--- src/rtl/core/periodic_task_slot_scheduler_assert.svh ---
// Assertion macros for the periodic task slot scheduler.
`ifndef PERIODIC_TASK_SLOT_SCHEDULER_ASSERT_SVH
`define PERIODIC_TASK_SLOT_SCHEDULER_ASSERT_SVH
// Implication checked on every clock edge outside reset.
`define PTS_ASSERT_IMP(label, clk, rst_n, lhs, rhs, msg) \
    label: assert property (@(posedge clk) disable iff (!rst_n) (lhs) |-> (rhs)) \
        else $error(msg);
// Next-cycle implication checked outside reset.
`define PTS_ASSERT_NXT(label, clk, rst_n, lhs, rhs, msg) \
    label: assert property (@(posedge clk) disable iff (!rst_n) (lhs) |=> (rhs)) \
        else $error(msg);
`endif

--- src/rtl/core/pts_pkg.sv ---
// ----------------------------------------------------------------------------
// pts_pkg
// Shared types and codes of the periodic task slot scheduler.
// ----------------------------------------------------------------------------
package pts_pkg;
    localparam logic [2:0] MODE_TICK   = 3'd0;
    localparam logic [2:0] MODE_ADD    = 3'd1;
    localparam logic [2:0] MODE_DEL    = 3'd2;
    localparam logic [2:0] MODE_EN     = 3'd3;
    localparam logic [2:0] MODE_PER    = 3'd4;
    localparam logic [2:0] MODE_REPL   = 3'd5;
    localparam logic [2:0] MODE_CLEAR  = 3'd6;

    localparam logic [1:0] ST_OK       = 2'd0;
    localparam logic [1:0] ST_NONE     = 2'd1;
    localparam logic [1:0] ST_NOTFOUND = 2'd2;
    localparam logic [1:0] ST_FULL     = 2'd3;

    localparam int RESULT_CAP = 16;

    // one slot word handed along the chain
    typedef struct packed {
        logic [15:0] task_id;
        logic [15:0] period;
        logic [31:0] last_run;
        logic        enabled;
    } t_slot;

    // operation applied by the cell at the chain head
    typedef struct packed {
        logic        wr;      // replace head slot with wdata
        logic        shift;   // rotate chain by one
    } t_ctrl;
endpackage

--- src/rtl/core/pts_cell.sv ---
// ----------------------------------------------------------------------------
// pts_cell
// One slot register of the rotating slot chain.
// ----------------------------------------------------------------------------
module pts_cell (
    input  logic          i_clk,
    input  logic          i_shift,
    input  pts_pkg::t_slot i_prev,
    output pts_pkg::t_slot o_slot
);
    import pts_pkg::*;

    t_slot r_slot;

    // advance: take the neighbor's word
    always_ff @(posedge i_clk) begin
        if (i_shift) begin
            r_slot <= i_prev;
        end
    end

    assign o_slot = r_slot;
endmodule

--- src/rtl/core/pts_chain.sv ---
// ----------------------------------------------------------------------------
// pts_chain
// Ring of slot cells; slot at the head is visible and may be rewritten.
// ----------------------------------------------------------------------------
module pts_chain #(
    parameter int MAX_SLOTS = 16
) (
    input  logic           i_clk,
    input  pts_pkg::t_ctrl i_ctrl,
    input  pts_pkg::t_slot i_wdata,
    output pts_pkg::t_slot o_head
);
    import pts_pkg::*;

    t_slot w_q [MAX_SLOTS];
    t_slot w_d [MAX_SLOTS];

    // tail cell feeds back from the head, or takes the rewritten word
    always_comb begin
        for (int k = 0; k < MAX_SLOTS; k++) begin
            w_d[k] = w_q[(k + 1) % MAX_SLOTS];
        end
        w_d[MAX_SLOTS-1] = i_ctrl.wr ? i_wdata : w_q[0];
    end

    for (genvar g = 0; g < MAX_SLOTS; g++) begin : g_cell
        pts_cell u_cell (
            .i_clk  (i_clk),
            .i_shift(i_ctrl.shift),
            .i_prev (w_d[g]),
            .o_slot (w_q[g])
        );
    end

    assign o_head = w_q[0];
endmodule

--- src/rtl/core/periodic_task_slot_scheduler.sv ---
// ----------------------------------------------------------------------------
// periodic_task_slot_scheduler
// Table of periodic task slots with tick scan, append, id lookup and clear commands.
// ----------------------------------------------------------------------------
// Usage:
//  - Command channel: raise i_start with mode and operands while o_busy is
//    low; the word is taken at that edge and o_busy rises next cycle.
//  - Result channel: o_valid marks each result word for one cycle; the
//    receiver cannot stall, so every word must be taken when shown.
//    o_last flags the final word of a command.
//  - Slots live in a ring of MAX_SLOTS cells that rotates one place per
//    cycle while a command walks it. Every command except mode 7 walks
//    the full ring once and then passes S_DONE before o_busy falls,
//    whatever the result count.
//  - Tick results come out during the walk, one per due slot, but the last
//    one and the single word of other commands (and none-due) come at the end of the walk.
//  - Mode 7 is not taken: it gives no word and o_busy stays low.
//  - Configuration: i_cfg_we with i_cfg_wdata writes the limit (r_limit) at once;
//    write it only while idle.
//  - Reset (i_rst_n low, synchronous) empties the table and sets the limit
//    to 16. Slot contents are not cleared; the used count guards them.
// ----------------------------------------------------------------------------
module periodic_task_slot_scheduler #(
    parameter int MAX_SLOTS = 16
) (
    input  logic        i_clk,
    input  logic        i_rst_n,
    input  logic        i_start,
    output logic        o_busy,
    input  logic        i_cfg_we,
    input  logic [4:0]  i_cfg_wdata,
    input  logic [2:0]  i_mode,
    input  logic [31:0] i_now_ms,
    input  logic [15:0] i_task_id,
    input  logic [15:0] i_new_task_id,
    input  logic [15:0] i_period_ms,
    input  logic        i_enable,
    output logic        o_valid,
    output logic [15:0] o_due_task,
    output logic [3:0]  o_slot_index,
    output logic [1:0]  o_status,
    output logic        o_last
);
    import pts_pkg::*;

    localparam int IW = $clog2(MAX_SLOTS);
    localparam int CW = $clog2(MAX_SLOTS + 1);

    typedef enum logic [1:0] {S_IDLE, S_WALK, S_DONE} t_state;

    t_state      r_state;
    logic [4:0]  r_limit;
    logic [CW-1:0] r_used;
    logic [IW-1:0] r_pos;
    logic [2:0]  r_mode;
    logic [31:0] r_now;
    logic [15:0] r_id, r_new_id, r_period;
    logic        r_en;
    logic        r_found;
    logic [IW-1:0] r_hit;
    logic [4:0]  r_cnt;      // tick results given so far
    logic        r_pend;     // a due word is waiting for its successor
    logic [15:0] r_pend_task;
    logic [IW-1:0] r_pend_idx;
    logic        r_valid, r_last;
    logic [15:0] r_otask;
    logic [3:0]  r_oidx;
    logic [1:0]  r_ostat;

    t_slot w_head, w_wdata;
    t_ctrl w_ctrl;
    logic  w_inuse, w_match, w_due;
    logic [CW-1:0] w_lim;
    logic [31:0] w_elapsed;

    pts_chain #(.MAX_SLOTS(MAX_SLOTS)) u_chain (
        .i_clk  (i_clk),
        .i_ctrl (w_ctrl),
        .i_wdata(w_wdata),
        .o_head (w_head)
    );

    assign w_lim = (r_limit > 5'(MAX_SLOTS > 31 ? 31 : MAX_SLOTS))
                 ? CW'(MAX_SLOTS) : CW'(r_limit);
    assign w_inuse   = CW'(r_pos) < r_used;
    assign w_match   = w_inuse && !r_found && (w_head.task_id == r_id);
    assign w_elapsed = r_now - w_head.last_run;
    assign w_due     = w_inuse && (w_head.task_id != 16'd0) && w_head.enabled
                     && (w_elapsed > {16'd0, w_head.period})
                     && (r_cnt < 5'(RESULT_CAP));

    // head rewrite for the current slot
    always_comb begin
        w_wdata      = w_head;
        w_ctrl.shift = (r_state == S_WALK);
        w_ctrl.wr    = 1'b0;
        if (r_state == S_WALK) begin
            case (r_mode)
                MODE_TICK: begin
                    if (w_due) begin
                        w_ctrl.wr = 1'b1;
                        w_wdata.last_run = r_now;
                    end
                end
                MODE_ADD: begin
                    if (CW'(r_pos) == r_used && r_used < w_lim) begin
                        w_ctrl.wr = 1'b1;
                        w_wdata = '{task_id: r_id, period: r_period,
                                    last_run: 32'd0, enabled: r_en};
                    end
                end
                MODE_DEL: if (w_match) begin
                    w_ctrl.wr = 1'b1;
                    w_wdata.task_id = 16'd0;
                end
                MODE_EN: if (w_match) begin
                    w_ctrl.wr = 1'b1;
                    w_wdata.enabled = r_en;
                end
                MODE_PER: if (w_match) begin
                    w_ctrl.wr = 1'b1;
                    w_wdata.period = r_period;
                    w_wdata.last_run = r_now;
                end
                MODE_REPL: if (w_match) begin
                    w_ctrl.wr = 1'b1;
                    w_wdata = '{task_id: r_new_id, period: r_period,
                                last_run: 32'd0, enabled: r_en};
                end
                MODE_CLEAR: begin
                    w_ctrl.wr = 1'b1;
                    w_wdata.task_id = 16'd0;
                end
                default: ;
            endcase
        end
    end

    always_ff @(posedge i_clk) begin
        if (!i_rst_n) begin
            r_state <= S_IDLE;
            r_limit <= 5'd16;
            r_used  <= '0;
            r_valid <= 1'b0;
            r_pend  <= 1'b0;
        end else begin
            r_valid <= 1'b0;
            if (i_cfg_we) begin
                r_limit <= i_cfg_wdata;
            end
            case (r_state)
                S_IDLE: begin
                    if (i_start && i_mode <= MODE_CLEAR) begin
                        r_state  <= S_WALK;
                        r_mode   <= i_mode;
                        r_now    <= i_now_ms;
                        r_id     <= i_task_id;
                        r_new_id <= i_new_task_id;
                        r_period <= i_period_ms;
                        r_en     <= i_enable;
                        r_pos    <= '0;
                        r_found  <= 1'b0;
                        r_hit    <= '0;
                        r_cnt    <= '0;
                        r_pend   <= 1'b0;
                    end
                end
                S_WALK: begin
                    r_pos <= r_pos + 1'b1;
                    if (w_match) begin
                        r_found <= 1'b1;
                        r_hit   <= r_pos;
                    end
                    // hold each due word back one find so the last gets its flag
                    if (r_mode == MODE_TICK && w_due) begin
                        r_cnt       <= r_cnt + 1'b1;
                        r_pend      <= 1'b1;
                        r_pend_task <= w_head.task_id;
                        r_pend_idx  <= r_pos;
                        if (r_pend) begin
                            r_valid <= 1'b1;
                            r_last  <= 1'b0;
                            r_otask <= r_pend_task;
                            r_oidx  <= 4'(r_pend_idx);
                            r_ostat <= ST_OK;
                        end
                    end
                    if (r_pos == IW'(MAX_SLOTS - 1)) begin
                        r_state <= S_DONE;
                    end
                end
                S_DONE: begin
                    r_state <= S_IDLE;
                    r_valid <= 1'b1;
                    r_last  <= 1'b1;
                    r_otask <= r_id;
                    r_oidx  <= '0;
                    r_ostat <= ST_OK;
                    r_pend  <= 1'b0;
                    case (r_mode)
                        MODE_TICK: begin
                            if (r_pend) begin
                                r_otask <= r_pend_task;
                                r_oidx  <= 4'(r_pend_idx);
                            end else begin
                                r_otask <= 16'd0;
                                r_ostat <= ST_NONE;
                            end
                        end
                        MODE_ADD: begin
                            if (r_used < w_lim) begin
                                r_oidx <= 4'(r_used);
                                r_used <= r_used + 1'b1;
                            end else begin
                                r_ostat <= ST_FULL;
                            end
                        end
                        MODE_CLEAR: begin
                            r_otask <= 16'd0;
                            r_used  <= '0;
                        end
                        default: begin
                            if (r_found) begin
                                r_oidx <= 4'(r_hit);
                            end else begin
                                r_ostat <= ST_NOTFOUND;
                            end
                        end
                    endcase
                end
                default: r_state <= S_IDLE;
            endcase
        end
    end

    assign o_busy       = (r_state != S_IDLE);
    assign o_valid      = r_valid;
    assign o_due_task   = r_otask;
    assign o_slot_index = r_oidx;
    assign o_status     = r_ostat;
    assign o_last       = r_last;

`include "periodic_task_slot_scheduler_assert.svh"

    `PTS_ASSERT_IMP(a_used_bound, i_clk, i_rst_n, 1'b1, r_used <= CW'(MAX_SLOTS),
        "used count above table size")
    `PTS_ASSERT_IMP(a_walk_no_last, i_clk, i_rst_n, r_valid && r_ostat != ST_OK,
        r_last, "error word without last flag")
    `PTS_ASSERT_NXT(a_done_word, i_clk, i_rst_n, r_state == S_DONE,
        r_valid && r_last && r_state == S_IDLE, "command ended without final word")
endmodule

--- config.mk ---
export PLATFORM = sky130hd
export DESIGN_NAME = periodic_task_slot_scheduler
export DESIGN_NICKNAME = d
export VERILOG_FILES = /design/src/rtl/core/pts_pkg.sv /design/src/rtl/core/pts_cell.sv /design/src/rtl/core/pts_chain.sv /design/src/rtl/core/periodic_task_slot_scheduler.sv
export VERILOG_INCLUDE_DIRS = /design/src /design/src/rtl/core
export SDC_FILE = /design/constraint.sdc
export NUM_CORES = 1
export LEC_CHECK = 0
export BUFFER_PORTS_ARGS = -buffer_cell sky130_fd_sc_hd__buf_2
export CAP_MARGIN = 15
export CORE_MARGIN = 1
export CORE_UTILIZATION = 50
export CTS_CLUSTER_SIZE = 40
export DETAILED_ROUTE_END_ITERATION = 8
export GPL_TIMING_DRIVEN = 0
export PLACE_DENSITY = 0.73
export SLEW_MARGIN = 15
export SYNTH_ARGS = -nofsm -noshare
export SYNTH_HDL_FRONTEND = slang
export SYNTH_SLANG_ARGS = --single-unit
--- constraint.sdc ---
create_clock -name i_clk -period 80.8 [get_ports i_clk]
set_clock_uncertainty 0.15 [all_clocks]
set_input_delay 4.04 -clock i_clk [delete_from_list [all_inputs] [get_ports i_clk]]
set_output_delay 4.04 -clock i_clk [all_outputs]
set_load 0.01 [all_outputs]
Word level (Yosys, flattened, before mapping)
Index checks and enable logic that the tools add are counted.
Widths: inputs -> output; s select.
{"block": "totals", "regBits": 1195, "latchBits": 0, "ramBits": 0, "romBits": 0, "out_inout_bits": 25, "word_cells": 199, "n_memories": 0}
{"block": "op_classes", "addsub": 4, "multipliers": 0, "div": 0, "order_cmp": 6, "n_eq_ne": 17, "shifts": 0, "mux": 59, "bitwise_logic": 0, "reduce_logical": 28}
{"cell": "$mux 65", "count": 3}
{"cell": "$pmux 32 s4", "count": 1}
{"cell": "$mux 16", "count": 4}
{"cell": "$pmux 16 s2", "count": 2}
{"cell": "$pmux 16 s4", "count": 1}
{"cell": "$mux 48", "count": 1}
{"cell": "$pmux 16 s3", "count": 1}
{"cell": "$gt 32x16->1", "count": 1}
{"cell": "$mux 32", "count": 1}
{"cell": "$sub 32x32->32", "count": 1}
{"cell": "$mux 4", "count": 7}
{"cell": "$pmux 4 s2", "count": 3}
{"cell": "$mux 5", "count": 4}
{"cell": "$pmux 5 s2", "count": 2}
{"cell": "$eq 16x16->1", "count": 1}
{"cell": "$reduce_bool 16->1", "count": 1}
{"cell": "$reduce_and 3->1", "count": 5}
{"cell": "$mux 1", "count": 13}
{"cell": "$mux 2", "count": 6}
{"cell": "$ne 2x2->1 const B", "count": 6}
{"cell": "$pmux 4 s3", "count": 1}
{"cell": "$reduce_and 4->1", "count": 3}
{"cell": "$add 5x1->5 const B", "count": 2}
{"cell": "$eq 3x3->1 const B", "count": 3}
{"cell": "other kinds (25)", "count": 41}

Depth between registers and ports, before layout
{"block": "depth", "ltp_word": 9, "mapped_depth": 22, "ltp_nobuf": 20}

By module
From an unflattened synthesis, not the netlist that was laid out.
{"block": "unflattened", "cells_unflattened": 2312, "area_unflattened_um2": 43381.6}
{"module": "pts_cell", "instances": 16, "cells_each": 65, "area_per_inst_um2": 1951.9, "seq_area_each_um2": 1951.9}
{"module": "periodic_task_slot_scheduler", "instances": 1, "cells_each": 1200, "area_per_inst_um2": 11159.5, "seq_area_each_um2": 4514.3}
{"module": "pts_chain", "instances": 1, "cells_each": 72, "area_per_inst_um2": 992.2, "seq_area_each_um2": 0.0}

Worst setup path before layout
Ideal clock, no wire load.
{"block": "synth_timing", "path_kind": "flip-flop to flip-flop", "from": "register r_state[0]", "to": "register r_found (data pin)", "arrival_ns": 24.060, "slack_ns": 51.441, "stages_incl_launch_ff": 2, "synth_period_minus_slack_ns": 29.359, "cell_sequence": "dfxtp_1 > ha_1"}
{"block": "synth_between", "elab_chain_cells": 2, "word_cells_on_any_way": 3, "classes_between": "eq/ne: 1; mux: 1; reduce/logical: 1"}
{"item": "start, declared", "line_no": "periodic_task_slot_scheduler.sv:51", "rtl": "t_state r_state;"}
{"item": "start signal, assigned", "line_no": "periodic_task_slot_scheduler.sv:141", "rtl": "r_state <= S_IDLE;"}
{"item": "start signal, assigned", "line_no": "periodic_task_slot_scheduler.sv:154", "rtl": "r_state <= S_WALK;"}
{"item": "start signal, assigned", "line_no": "periodic_task_slot_scheduler.sv:189", "rtl": "r_state <= S_DONE;"}
{"item": "$eq 2x1->1"}
{"item": "named net u_chain.g_cell[0].u_cell.i_shift", "line_no": "pts_cell.sv:7", "rtl": "input logic i_shift,"}
{"item": "$pmux 1 s2", "line_no": "periodic_task_slot_scheduler.sv:151", "rtl": "case (r_state)"}
{"item": "end signal, assigned", "line_no": "periodic_task_slot_scheduler.sv:162", "rtl": "r_found <= 1'b0;"}
{"item": "end signal, assigned", "line_no": "periodic_task_slot_scheduler.sv:171", "rtl": "r_found <= 1'b1;"}
{"item": "end, declared", "line_no": "periodic_task_slot_scheduler.sv:59", "rtl": "logic r_found;"}
The timed path passes the listed nets, and every way through them passes these cells.
A chain may end at the register's enable or synchronous reset.

Worst setup path in the final report
{"block": "layout_timing", "from": "input i_rst_n", "to": "register r_pend_task[15], enable pin"}
{"block": "layout_between", "elab_chain_cells": 1}
{"item": "start, declared", "line_no": "periodic_task_slot_scheduler.sv:27", "rtl": "input logic i_rst_n,"}
{"item": "$reduce_and 3->1 (no line)"}
{"item": "end signal, assigned", "line_no": "periodic_task_slot_scheduler.sv:178", "rtl": "r_pend_task <= w_head.task_id;"}
{"item": "end, declared", "line_no": "periodic_task_slot_scheduler.sv:63", "rtl": "logic [15:0] r_pend_task;"}
Every way passes these cells.

==> flow_summary.ini <==
[drt]
drtIter0Drc = 1554
postRouteAntennaNets = 0
vias = 18200
drt-total-wl_um = 70300
drc = 4
vias_per_cell = 5.38
drt-pass1-iter-count = 8
wire_per_inst_um = 20.8

[worst_setup_path]
start_kind = input pin
cp.arrival_ns = 6.19
crit_path_end_kind = flop
crit_fanout = 11
path_class = in2reg
required_ns = 81.04

[cells_and_area]
area_growth_pct = 15.4
register_area_um2 = 35700
stdcell_count = 3380
fill_cells = 5663
fin_nets = 2384
diodes = 0
multi_input_area_um2 = 4520
drive_above_1_share_pct = 15.4

[cts]
cts_buffers = 111
cts_tree = done
post_cts_buffers = 0
postCtsHoldBufs = 0
clk_pin_slew_ns = 0.06
clock_latency_ns = 0.71
ctsResizeCount = 0
htreeDepth = 3
ctsRootBufferMaster = clkbuf_16
cts.sinks = 1195
clk_path_buf_depth = 3

[synthesis]
synth_edf_count = 1181
ys_types = 67
ys_ff_latch = 1195
synth_nets = 2129
yosysMostFrequentCell = edfxtp_1
yosysSeqAreaShare_pct = 87.5
yosysWarnings = 0
syn_area_um2 = 40900
ys.flop_type = edfxtp_1
yosysTopAreaCellShare_pct = 86.8
avgSynthCellArea_um2 = 20.7
synth_cells = 1974
synth_area_leader_cell = edfxtp_1
yosys-top-cells-count = edfxtp_1 (1181), inv_1 (96), nor2_1 (65), a21oi_1 (64), ha_1 (61)
ys_top_cells_by_area = edfxtp_1 (87%), ha_1 (1.9%), inv_1 (0.88%)
synthArstFlopShare_pct = 0

[floorplanning]
start_util_pct = 50.6
die_y_um = 288
dieArea_um2 = 82900
fp-row-count = 104
ios = 118
core_um2 = 80700
die_w_um = 288

[outcome]
violations = design-rule violations
status = finished with violations

[sta]
final_max_slew_viol_count = 0
hold_viol_final = 0
fin_crit_sh_pct = 7.35
finalSetupViolCount = 0
clock.fmax_ghz = 0.168
max_slew.worst_pin.slew_ns = 1.16
slew-limit-headroom_pct = 22.2
rsz0062_at_grt = false
period_minus_slack_ns = 5.94
fin_setup_tns_ns = 0

[place]
gp_congestion = 0.861
post-place-cells = 3176
numPortBuffers = 115
dp_hpwl_um = 43700

[power]
power.density_nw_per_um2 = 30.5
design_power_total_mw = 1.44
leakage_nw = 15.8
ir_drop_mv = 0.0209

[hold_path]
hold_class = reg2reg

[global_route]
grt_max_degree = 68
grt_pass1_vias = 18100
antenna_found_initial = 4
grt_usage_pct = 17.0
grt_pass1_wl_um = 106000
overflow = 0

[flow_run]
cap_violations = 0
-- registers in the layout, indices dropped and copies added, names as in the netlist, 3 cells and up --
register                      count
o_due_task                       16
r_cnt                             5
o_slot_index                      4
u_chain.g_cell.u_cell.o_slot   1040
r_mode                            3
r_pend_task                      16
r_id                             16
r_period                         16
r_pend_idx                        4
r_new_id                         16
r_limit                           5
r_pos                             4
r_now                            32
r_hit                             4
r_used                            5
-- worst max-delay path: stages --
cell and delay, ns:
clkbuf_1 0.28, inv_1 0.28, or4b_2 0.70, nor2_2 0.63, buf_8 0.24
-- layout by cell type (no fill, tap or decap), types with 37 or more instances in the layout --
master     count
a21oi_1       64
buf_2        121
clkbuf_1      40
clkbuf_16    111
edfxtp_1    1181
ha_1          60
inv_1         96
nand2_1       57
nor2_1        64
o211ai_1      39
o31ai_1       37
-- cell type report --
class                      instances  area share (%)
clock inverter                    79            2.08
multi-input combinational        636            9.60
clock buffer                     125            6.00
timing repair buffer             142            2.39
inverter                          96           0.764
buffer                            47           0.526
tap                             1060            2.81
sequential                      1195            75.8
-- kinds of logic (layout without fill, tap and decap cells) --
kind of cell    after synthesis  after routing  share of synthesized area, %
compound gates              274            274                          4.70
fa+ha+maj                    62             62                          1.92
mux                          23             23                         0.613
simple gates                231            231                          2.81
xor+xnor                     46             46                         0.986
flops                      1195           1195                          87.5
buf+inv                     143            489                          1.49
-- stage by stage --
step	setup slack, ns	util [%]	area, µm²	hold slack, ns
global route	74.57	58.4	47100	0.221
finish	74.86	58.4	47100	0.217
CTS	74.63	58.4	47100	0.217
global placement	41.55	53.0	42800	0.250
detailed placement	74.15	53.7	43300	0.255
floorplan	51.44	-	40900	0.250
-- routing by layer --
metal	global-route usage (%)	vias to the layer above	routed length, µm	share of wire (%)
li1	-	8279	-	-
met1	24.7	9196	32200	46
met5	0	-	8	0.011
met2	26.2	569	32500	46
met4	5.66	2	1940	2.8
met3	3.26	144	3640	5.2
-- worst paths after layout --
kind                                                            from                              endpoint  slack, ns  cells past startpoint
worst max register to register    u_chain.g_cell[0].u_cell.o_slot[7]   u_chain.g_cell[15].u_cell.o_slot[3]      74.90                     17
worst max-delay path                                         i_rst_n                       r_pend_task[15]      74.86                      5
worst min-delay path            u_chain.g_cell[15].u_cell.o_slot[15]  u_chain.g_cell[14].u_cell.o_slot[15]       0.22                      0
worst min register to register  u_chain.g_cell[15].u_cell.o_slot[15]  u_chain.g_cell[14].u_cell.o_slot[15]       0.22                      0
-- where the power goes --
part | total [mW] | internal, mW | switching, mW
Sequential | 0.800 | 0.776 | 0.0237
Clock | 0.534 | 0.309 | 0.225
Combinational | 0.103 | 0.0319 | 0.0713
Total | 1.44 | 1.12 | 0.320
No activity file was read; power rests on OpenSTA's default activity.
